==> src/cor_pkg.sv <==
// Shared types and constants of the circle outline rasterizer.
// Used by every module of the block; depends on nothing.
package cor_pkg;

  localparam int RADIUS_BITS = 12;
  localparam int COORD_BITS  = 16;
  localparam int SQ_BITS     = 2 * RADIUS_BITS;
  localparam int ROOT_CNT_W  = $clog2(RADIUS_BITS);

  localparam int SYM_PIXELS  = 8;
  localparam int QUART_PIXELS = 4;
  localparam int PIX_IDX_W   = $clog2(SYM_PIXELS);

  localparam int QUEUE_DEPTH = 2;
  localparam int QUEUE_PTR_W = $clog2(QUEUE_DEPTH);
  localparam int QUEUE_CNT_W = $clog2(QUEUE_DEPTH + 1);

  localparam logic MODE_START   = 1'b0;
  localparam logic MODE_ADVANCE = 1'b1;

  typedef struct packed {
    logic                   mode;
    logic [COORD_BITS-1:0]  x_center;
    logic [COORD_BITS-1:0]  y_center;
    logic [RADIUS_BITS-1:0] radius;
  } in_item_t;

  typedef struct packed {
    logic [COORD_BITS-1:0] pixel_x;
    logic [COORD_BITS-1:0] pixel_y;
    logic                  circle_last;
  } out_item_t;

  // Which pixels of the eight-way pattern a group emits.
  typedef enum logic [1:0] {
    KIND_AXIS = 2'd0,
    KIND_DIAG = 2'd1,
    KIND_SYM  = 2'd2
  } kind_t;

  // One group of pixels handed from the front end to the pixel emitter.
  typedef struct packed {
    kind_t                  kind;
    logic [COORD_BITS-1:0]  x_center;
    logic [COORD_BITS-1:0]  y_center;
    logic [RADIUS_BITS-1:0] col;
    logic [RADIUS_BITS-1:0] row;
    logic                   last;
  } cmd_t;

endpackage

==> src/cor_front.sv <==
// Front end: accepts items, holds the circle state and runs the rounded root.
// Depends on cor_pkg; feeds pixel groups into cor_queue.
module cor_front import cor_pkg::*; (
  input  logic     clk,
  input  logic     rst,
  input  logic     push,
  output logic     full,
  input  in_item_t item,
  output logic     cmd_push,
  output cmd_t     cmd,
  input  logic     cmd_full
);

  typedef enum logic [5:0] {
    S_IDLE  = 6'b000001,
    S_MUL   = 6'b000010,
    S_SUB   = 6'b000100,
    S_ROOT  = 6'b001000,
    S_ROUND = 6'b010000,
    S_PUSH  = 6'b100000
  } state_t;

  state_t                 state;
  logic [COORD_BITS-1:0]  center_col;
  logic [COORD_BITS-1:0]  center_row;
  logic [SQ_BITS-1:0]     radius_squared;
  logic [RADIUS_BITS-1:0] step_col;
  logic [RADIUS_BITS-1:0] step_row;
  logic                   drawing_active;

  logic [RADIUS_BITS-1:0] new_col;
  logic [SQ_BITS-1:0]     col_sq;
  logic [SQ_BITS-1:0]     root_rem;
  logic [SQ_BITS-1:0]     root_res;
  logic [SQ_BITS-1:0]     root_bit;
  logic [ROOT_CNT_W-1:0]  root_cnt;
  cmd_t                   pend_cmd;

  logic                   accept;
  logic                   is_start;
  logic [RADIUS_BITS-1:0] r;
  logic [RADIUS_BITS-1:0] start_row;
  logic                   start_diag;
  logic                   start_sym;
  cmd_t                   start_cmd;
  cmd_t                   diag_cmd;
  logic [SQ_BITS-1:0]     trial;
  logic [RADIUS_BITS-1:0] floor_s;
  logic [RADIUS_BITS-1:0] new_row;
  logic                   new_last;

  assign full     = (state != S_IDLE) || cmd_full;
  assign accept   = push && !full;
  assign is_start = (item.mode == MODE_START);
  assign r        = item.radius;

  // round(sqrt(r*r - 1)) is r itself for every radius of two or more, and zero below.
  assign start_row  = (r >= RADIUS_BITS'(2)) ? r : '0;
  assign start_diag = accept && !is_start && drawing_active && (step_col == step_row);
  assign start_sym  = accept && !is_start && drawing_active && (step_col < step_row);

  always_comb begin
    start_cmd.kind     = KIND_AXIS;
    start_cmd.x_center = item.x_center;
    start_cmd.y_center = item.y_center;
    start_cmd.col      = '0;
    start_cmd.row      = r;
    start_cmd.last     = (start_row == '0);

    diag_cmd.kind     = KIND_DIAG;
    diag_cmd.x_center = center_col;
    diag_cmd.y_center = center_row;
    diag_cmd.col      = step_col;
    diag_cmd.row      = step_row;
    diag_cmd.last     = 1'b1;
  end

  always_comb begin
    cmd_push = 1'b0;
    cmd      = pend_cmd;
    priority if (accept && is_start) begin
      cmd_push = 1'b1;
      cmd      = start_cmd;
    end else if (start_diag) begin
      cmd_push = 1'b1;
      cmd      = diag_cmd;
    end else if (state == S_PUSH) begin
      cmd_push = !cmd_full;
    end else begin
      cmd_push = 1'b0;
    end
  end

  assign trial    = root_res + root_bit;
  assign floor_s  = root_res[RADIUS_BITS-1:0];
  assign new_row  = floor_s + RADIUS_BITS'(root_rem > SQ_BITS'(floor_s));
  assign new_last = (new_col > new_row);

  always_ff @(posedge clk) begin
    if (rst) begin
      state          <= S_IDLE;
      center_col     <= '0;
      center_row     <= '0;
      radius_squared <= '0;
      step_col       <= '0;
      step_row       <= '0;
      drawing_active <= 1'b0;
    end else begin
      unique case (state)
        S_IDLE: begin
          if (accept) begin
            if (is_start) begin
              center_col     <= item.x_center;
              center_row     <= item.y_center;
              radius_squared <= SQ_BITS'(r) * SQ_BITS'(r);
              step_col       <= RADIUS_BITS'(1);
              step_row       <= start_row;
              drawing_active <= (start_row != '0);
            end else if (start_sym) begin
              new_col <= step_col + RADIUS_BITS'(1);
              state   <= S_MUL;
            end else if (drawing_active) begin
              // The diagonal group, or a column past the row, ends the circle.
              drawing_active <= 1'b0;
            end
          end
        end
        S_MUL: begin
          col_sq <= SQ_BITS'(new_col) * SQ_BITS'(new_col);
          state  <= S_SUB;
        end
        S_SUB: begin
          root_rem <= (col_sq > radius_squared) ? '0 : radius_squared - col_sq;
          root_res <= '0;
          root_bit <= SQ_BITS'(1) << (SQ_BITS - 2);
          root_cnt <= '0;
          state    <= S_ROOT;
        end
        S_ROOT: begin
          if (root_rem >= trial) begin
            root_rem <= root_rem - trial;
            root_res <= (root_res >> 1) + root_bit;
          end else begin
            root_res <= root_res >> 1;
          end
          root_bit <= root_bit >> 2;
          root_cnt <= root_cnt + ROOT_CNT_W'(1);
          if (root_cnt == ROOT_CNT_W'(RADIUS_BITS - 1)) begin
            state <= S_ROUND;
          end
        end
        S_ROUND: begin
          pend_cmd.kind     <= KIND_SYM;
          pend_cmd.x_center <= center_col;
          pend_cmd.y_center <= center_row;
          pend_cmd.col      <= step_col;
          pend_cmd.row      <= step_row;
          pend_cmd.last     <= new_last;
          step_col          <= new_col;
          step_row          <= new_row;
          if (new_last) begin
            drawing_active <= 1'b0;
          end
          state <= S_PUSH;
        end
        S_PUSH: begin
          if (!cmd_full) begin
            state <= S_IDLE;
          end
        end
        default: state <= S_IDLE;
      endcase
    end
  end

  a_active_order: assert property (@(posedge clk) disable iff (rst)
    (state == S_IDLE && drawing_active) |-> (step_col <= step_row))
    else $error("active circle with column beyond row");

  a_root_bit: assert property (@(posedge clk) disable iff (rst)
    (state == S_ROOT) |-> $onehot(root_bit))
    else $error("root trial bit lost during iteration");

endmodule

==> src/cor_queue.sv <==
// Short queue of pixel groups between the front end and the pixel emitter.
// Depends on cor_pkg for the group type and depth.
module cor_queue import cor_pkg::*; (
  input  logic clk,
  input  logic rst,
  input  logic wr,
  input  cmd_t wr_data,
  output logic full,
  input  logic rd,
  output cmd_t rd_data,
  output logic empty
);

  cmd_t                   slots [QUEUE_DEPTH];
  logic [QUEUE_PTR_W-1:0] wr_ptr;
  logic [QUEUE_PTR_W-1:0] rd_ptr;
  logic [QUEUE_CNT_W-1:0] count;
  logic                   do_wr;
  logic                   do_rd;

  assign full    = (count == QUEUE_CNT_W'(QUEUE_DEPTH));
  assign empty   = (count == '0);
  assign do_wr   = wr && !full;
  assign do_rd   = rd && !empty;
  assign rd_data = slots[rd_ptr];

  always_ff @(posedge clk) begin
    if (rst) begin
      wr_ptr <= '0;
      rd_ptr <= '0;
      count  <= '0;
    end else begin
      if (do_wr) begin
        wr_ptr <= (wr_ptr == QUEUE_PTR_W'(QUEUE_DEPTH - 1)) ? '0 : wr_ptr + QUEUE_PTR_W'(1);
      end
      if (do_rd) begin
        rd_ptr <= (rd_ptr == QUEUE_PTR_W'(QUEUE_DEPTH - 1)) ? '0 : rd_ptr + QUEUE_PTR_W'(1);
      end
      if (do_wr && !do_rd) begin
        count <= count + QUEUE_CNT_W'(1);
      end else if (do_rd && !do_wr) begin
        count <= count - QUEUE_CNT_W'(1);
      end
    end
  end

  always_ff @(posedge clk) begin
    if (do_wr) begin
      slots[wr_ptr] <= wr_data;
    end
  end

  a_no_overflow: assert property (@(posedge clk) disable iff (rst)
    !(wr && full))
    else $error("pixel group written into a full queue");

endmodule

==> src/cor_back.sv <==
// Back end: expands each pixel group into single pixels, one per cycle unless pop stalls.
// Depends on cor_pkg; reads groups from cor_queue and drives the result register.
module cor_back import cor_pkg::*; (
  input  logic      clk,
  input  logic      rst,
  input  logic      q_empty,
  output logic      q_rd,
  input  cmd_t      q_data,
  output logic      empty,
  input  logic      pop,
  output out_item_t result
);

  cmd_t                 cur;
  logic                 cur_valid;
  logic [PIX_IDX_W-1:0] step;
  logic                 out_valid;

  logic                  out_free;
  logic                  last_step;
  logic                  emit;
  logic                  finishing;
  logic                  load;
  logic [PIX_IDX_W-1:0]  idx;
  logic [COORD_BITS-1:0] xo;
  logic [COORD_BITS-1:0] yo;
  out_item_t             pix;

  // Position in the eight-way pattern; the axis group uses entries 0, 1, 4 and 7
  // with column zero.
  function automatic logic [PIX_IDX_W-1:0] pattern_index(kind_t kind,
                                                         logic [PIX_IDX_W-1:0] s);
    logic [PIX_IDX_W-1:0] v;
    v = s;
    if (kind == KIND_AXIS) begin
      unique case (s)
        PIX_IDX_W'(2): v = PIX_IDX_W'(4);
        PIX_IDX_W'(3): v = PIX_IDX_W'(7);
        default:       v = s;
      endcase
    end
    return v;
  endfunction

  assign out_free  = !out_valid || pop;
  assign last_step = (cur.kind == KIND_SYM) ? (step == PIX_IDX_W'(SYM_PIXELS - 1))
                                            : (step == PIX_IDX_W'(QUART_PIXELS - 1));
  assign emit      = cur_valid && out_free;
  assign finishing = emit && last_step;
  assign load      = !q_empty && (!cur_valid || finishing);
  assign q_rd      = load;
  assign empty     = !out_valid;

  assign idx = pattern_index(cur.kind, step);
  assign xo  = COORD_BITS'(cur.col);
  assign yo  = COORD_BITS'(cur.row);

  always_comb begin
    pix.circle_last = cur.last && last_step;
    unique case (idx)
      3'd0: begin pix.pixel_x = cur.x_center + xo; pix.pixel_y = cur.y_center + yo; end
      3'd1: begin pix.pixel_x = cur.x_center + xo; pix.pixel_y = cur.y_center - yo; end
      3'd2: begin pix.pixel_x = cur.x_center - xo; pix.pixel_y = cur.y_center + yo; end
      3'd3: begin pix.pixel_x = cur.x_center - xo; pix.pixel_y = cur.y_center - yo; end
      3'd4: begin pix.pixel_x = cur.x_center + yo; pix.pixel_y = cur.y_center + xo; end
      3'd5: begin pix.pixel_x = cur.x_center + yo; pix.pixel_y = cur.y_center - xo; end
      3'd6: begin pix.pixel_x = cur.x_center - yo; pix.pixel_y = cur.y_center + xo; end
      default: begin pix.pixel_x = cur.x_center - yo; pix.pixel_y = cur.y_center - xo; end
    endcase
  end

  always_ff @(posedge clk) begin
    if (rst) begin
      out_valid <= 1'b0;
      cur_valid <= 1'b0;
      step      <= '0;
    end else begin
      if (out_free) begin
        out_valid <= cur_valid;
      end
      if (load) begin
        cur_valid <= 1'b1;
        step      <= '0;
      end else if (finishing) begin
        cur_valid <= 1'b0;
      end else if (emit) begin
        step <= step + PIX_IDX_W'(1);
      end
    end
  end

  always_ff @(posedge clk) begin
    if (emit) begin
      result <= pix;
    end
    if (load) begin
      cur <= q_data;
    end
  end

  a_short_group: assert property (@(posedge clk) disable iff (rst)
    (cur_valid && cur.kind != KIND_SYM) |-> (step < PIX_IDX_W'(QUART_PIXELS)))
    else $error("four-pixel group ran past its fourth pixel");

endmodule

==> src/circle_outline_rasterizer_top.sv <==
// Circle outline rasterizer: eight-way symmetric outline pixels, at most a group per item.
// Depends on cor_pkg, cor_front, cor_queue and cor_back.
//
// Input channel: an item is taken at a clock edge with push high and full low.
// A start item (mode 0) latches center and radius and queues the four axis
// pixels and leaves the front end idle, so another item may follow right away. An
// advance item (mode 1) that takes a symmetric step computes the next row with an
// exact rounded square root, one result bit per cycle; full stays high through
// the square, subtract, 12 root steps, rounding and queue write, the last of which
// queues the eight pixels once the queue has room. The advance that reaches the
// diagonal queues its four pixels at once, and an advance after the circle has
// ended gives no pixels; both leave the front end idle.
// Result channel: a pixel waits in the output register while empty is low and
// is taken at an edge with pop high. The pixel emitter sends one pixel per cycle
// while pop keeps the output register free; a group moves from its queue slot to
// the group register first; a short group queue lets the root run as earlier pixels drain.
// When the receiver stalls, the queue fills and full holds the input off; nothing is dropped.
// Reset (rst, synchronous) empties the queue and output and idles the circle.
module circle_outline_rasterizer_top import cor_pkg::*; (
  input  logic      clk,
  input  logic      rst,
  input  logic      push,
  output logic      full,
  input  in_item_t  item,
  output logic      empty,
  input  logic      pop,
  output out_item_t result
);

  logic q_wr;
  cmd_t q_wr_data;
  logic q_full;
  logic q_rd;
  cmd_t q_rd_data;
  logic q_empty;

  cor_front u_front (
    .clk      (clk),
    .rst      (rst),
    .push     (push),
    .full     (full),
    .item     (item),
    .cmd_push (q_wr),
    .cmd      (q_wr_data),
    .cmd_full (q_full)
  );

  cor_queue u_queue (
    .clk     (clk),
    .rst     (rst),
    .wr      (q_wr),
    .wr_data (q_wr_data),
    .full    (q_full),
    .rd      (q_rd),
    .rd_data (q_rd_data),
    .empty   (q_empty)
  );

  cor_back u_back (
    .clk     (clk),
    .rst     (rst),
    .q_empty (q_empty),
    .q_rd    (q_rd),
    .q_data  (q_rd_data),
    .empty   (empty),
    .pop     (pop),
    .result  (result)
  );

endmodule
==> config.mk <==
export PLATFORM = sky130hd
export DESIGN_NAME = circle_outline_rasterizer_top
export DESIGN_NICKNAME = d
export VERILOG_FILES = /design/src/cor_pkg.sv /design/src/cor_front.sv /design/src/cor_queue.sv /design/src/cor_back.sv /design/src/circle_outline_rasterizer_top.sv
export SDC_FILE = /design/constraint.sdc
export NUM_CORES = 2
export LEC_CHECK = 0
export ABC_AREA = 0
export ABC_CLOCK_PERIOD_IN_PS = 16950
export BUFFER_PORTS_ARGS = -buffer_cell sky130_fd_sc_hd__clkbuf_2
export CORE_ASPECT_RATIO = 0.8
export CORE_MARGIN = 1.5
export CORE_UTILIZATION = 40
export DETAILED_ROUTE_END_ITERATION = 8
export HOLD_SLACK_MARGIN = 0.02
export PLACE_DENSITY = 0.63
export REMOVE_ABC_BUFFERS = 1
export SETUP_SLACK_MARGIN = 0.15
export SYNTH_ARGS = -nofsm -noshare
export SYNTH_HDL_FRONTEND = slang
export SYNTH_SLANG_ARGS = --single-unit
==> constraint.sdc <==
create_clock -name clk -period 16.95 [get_ports clk]
set_input_delay 5.085 -clock clk [delete_from_list [all_inputs] [get_ports clk]]
set_output_delay 5.085 -clock clk [all_outputs]
set_load 0.05 [all_outputs]
==> flow_summary.yaml <==
die:
  rows: 95
  initial_utilization: 0.406
  die-width_um: 330
  coreArea_um2: 84500
  ios: 84
  die_h_um: 265
  die_area_um2: 87500
clock_tree:
  clock_latency_ns: 0.60
  clock_path_buffers: 3
  cts_setup_buffers: 0
  cts_tree: "built"
  cts_root_buffer: "clkbuf_16"
  ctsResizeCount: 0
  cts_buffers: 48
  cts_num_sinks: 461
  clkTransAtPathRegs_ns: 0.06
  cts_htree_levels: 2
  hold_buffers: 0
run:
  cap_violations: 0
pwr:
  switchingPower_mw: 2.11
  internal_power_mw: 3.04
  p_leak_nw: 15.8
  power_frac_seq: 0.313
  pwr-share-clk: 0.206
  p_sw_frac: 0.409
  p_comb_frac: 0.481
  peakVddDrop_mv: 0.0942
  p_per_area_nw_per_um2: 137
timing:
  setup_tns_ns: 0
  skew_ns: 0.0172
  final.setup.worst_slack_ns: 7.06
  fin_hold_ws_ns: 0.453
  max_slew_margin: 0.250
  slew_viol_final: 0
  fin_crit_ns: 9.89
  finalCritPeriodShare: 0.584
  final_hold_viol_count: 0
  worst_pin_slew_ns: 1.12
  rsz0062_at_grt: "no"
  setup_viol: 0
  fmax_ghz: 0.101
placement:
  dp.cells: 4536
  place_congestion: 0.895
  io_buffers: 83
  pre_cts_ws_ns: 6.49
  dp_hpwl_um: 61600
final_layout:
  drive_gt1_frac: 0.0829
  antenna_cells: 0
  stdcell_count: 4625
  area_growth_pct: 9.16
  post-route-util: 0.443
  fin_nets: 4015
critical_path:
  worstPathRequired_ns: 17.47
  crit_buf_inv: 6
  end_kind: "register"
  worst-setup-path-type: "primary input to register"
  worstPathCellList: "clkbuf_2, nand2_1, inv_1, fa_1, fa_1, inv_1, fa_1, inv_1, fa_1, inv_1, fa_1, inv_1, ha_1, o21a_1, a2111oi_0, o31ai_1, a21o_1, a31oi_1, xnor2_1, nand2_1, a21oi_1"
  crit_family: "adder cells"
  start_kind: "primary input"
  slowest_stage: "a2111oi_0"
  critPathMaxFanout: 14
  critPathMaxStageDelay_ns: 0.57
  critPathArrivalTime_ns: 10.41
  r2r_slack_ns: 10.67
min_path:
  hp-class: "register to register"
synth:
  yosysWarnings: 0
  synthMostInstantiatedCell: "inv_1"
  ys_seq_area_frac: 0.376
  yosys.area.top_type: "edfxtp_1"
  synth_seq_cells: 461
  synth_edf_count: 366
  synthTopCellsByCount: "381 x inv_1, 366 x edfxtp_1, 328 x ha_1, 307 x nand2_1, 214 x nor2_1"
  synth_cell_types: 77
  syn_avg_cell_area_um2: 9.97
  yosysTopAreaCellShare: 0.320
  synthTopCellsByArea: "edfxtp_1 32%, ha_1 12%, fa_1 9.7%"
  synth_top_flop_cell: "edfxtp_1"
  synth_area_um2: 34300
  synthArstFlopShare: 0
  synth_cells: 3441
run_status:
  status: "completed"
detailed_routing:
  vias: 24800
  drc: 0
  wl_per_cell_um: 17.9
  drtIter0Drc: 1990
  drt-total-wl_um: 82700
  vias_per_cell: 5.37
  drt_first_pass_iters: 6
  drtAntennaViolNets: 0
global_route:
  grt_pass1_vias: 23700
  grt_start_max_net_pins: 81
  grt_pass1_wl_um: 132000
  overflow: 0
  grt.total_usage: 0.188
  antenna_found_initial: 2
[power by group through the flow]
stage                     Sequential (mW)  Clock (mW)  Combinational [mW]
after floorplan                      1.73           0                1.73
after global placement               1.63           0                2.43
after detailed placement             1.63           0                2.45
after CTS                            1.61        1.09                2.47
after global routing                 1.63        1.13                2.75
final                                1.61        1.06                2.48
[area by class of cell]
type | instances | area, µm²
well taps | 1115 | 1400
multi-input cells | 2468 | 19500
fillers | 8031 | 47100
clock inverters | 21 | 224
flip-flops and latches | 461 | 12900
repair buffers | 109 | 613
clock buffers | 68 | 1340
inverters | 383 | 1440
[logic make-up (layout without fill, tap and decap cells)]
group | Yosys count | in the layout | synth area share
flip-flops | 461 | 461 | 0.376
buffers and inverters | 512 | 581 | 0.0564
XOR/XNOR | 181 | 181 | 0.0462
multiplexers | 113 | 113 | 0.0352
AND/OR/NAND/NOR | 904 | 904 | 0.124
AO/OA/AOI/OAI | 775 | 775 | 0.145
adder cells (fa/ha/maj) | 495 | 495 | 0.217
[state kept, by name, indices dropped and copies added, names as in the netlist]
name,flops
u_front.center_col,16
u_back.cur,59
u_back.step,3
u_back.cur_valid,1
u_front.pend_cmd,57
u_front.root_cnt,4
u_front.col_sq,23
u_queue.wr_ptr,1
u_front.root_res,24
u_front.step_col,12
u_queue.count,2
u_front.state,6
u_queue.rd_ptr,1
u_front.radius_squared,23
u_front.drawing_active,1
u_front.step_row,12
u_queue.slots,118
u_front.new_col,12
u_front.root_rem,24
u_front.root_bit,12
u_back.result,33
u_front.center_row,16
u_back.out_valid,1
[path summary, 6_finish.rpt]
check / endpoint / cells past startpoint / start
max: u_front.radius_squared[21]$_SDFFE_PP0P_ / 21 / item[3]
max reg2reg: u_front.col_sq[23]$_DFFE_PP_ / 21 / u_front.new_col[5]$_DFFE_PP_
min reg2reg: u_front.pend_cmd[43]$_DFFE_PP_ / 0 / u_front.center_col[2]$_SDFFE_PP0P_
min: u_front.pend_cmd[43]$_DFFE_PP_ / 0 / u_front.center_col[2]$_SDFFE_PP0P_
[stage by stage]
| step | area [µm²] | total power [mW] |
|---|---|---|
| after detailed placement | 35900 | 4.08 |
| after floorplan | 33800 | 3.45 |
| final | 37400 | 5.15 |
| after global placement | 35900 | 4.06 |
| after global routing | 37400 | 5.51 |
| after CTS | 37400 | 5.16 |
[cell usage in the layout (no fill, tap or decap), drive strengths merged, types with 25 or more instances in the layout]
cell	Yosys	layout
nor2	214	214
fa	167	167
nand3	59	59
and2	110	110
and3	31	31
nand2	307	307
xnor2	123	123
a31oi	30	30
mux2i	52	52
edfxtp	366	366
o21bai	29	29
clkbuf	102	150
xor2	58	58
mux2	61	61
o21ai	188	188
dfxtp	95	95
nand2b	25	25
nor2b	51	51
a21o	55	55
o21a	35	35
buf	27	27
o22ai	34	34
a211oi	40	40
inv	381	382
ha	328	328
nor3	39	39
a21oi	208	208
[routing by layer]
layer	wire (µm)	vias to the layer above	global-route usage
met1	41500	12000	0.291
met3	5200	79	0.0327
met2	34600	613	0.273
li1	-	12100	-
met4	1330	4	0.0359
met5	24	-	0
[worst reg2reg max path: stages (launching register included)]
cell and delay (ns):
edfxtp_1 0.83, nand2_1 0.25, fa_1 0.55, inv_1 0.05, fa_1 0.53, inv_1 0.05
fa_1 0.47, inv_1 0.05, fa_1 0.47, inv_1 0.05, fa_1 0.47, inv_1 0.04
ha_1 0.33, and4_1 0.24, and2_1 0.16, a311o_1 0.33, a31oi_1 0.36, o21ai_1 0.20
o21ai_1 0.27, o21bai_1 0.09, a21oi_1 0.17, xor2_1 0.09
Note: power is estimated with default switching activity, not from simulation.
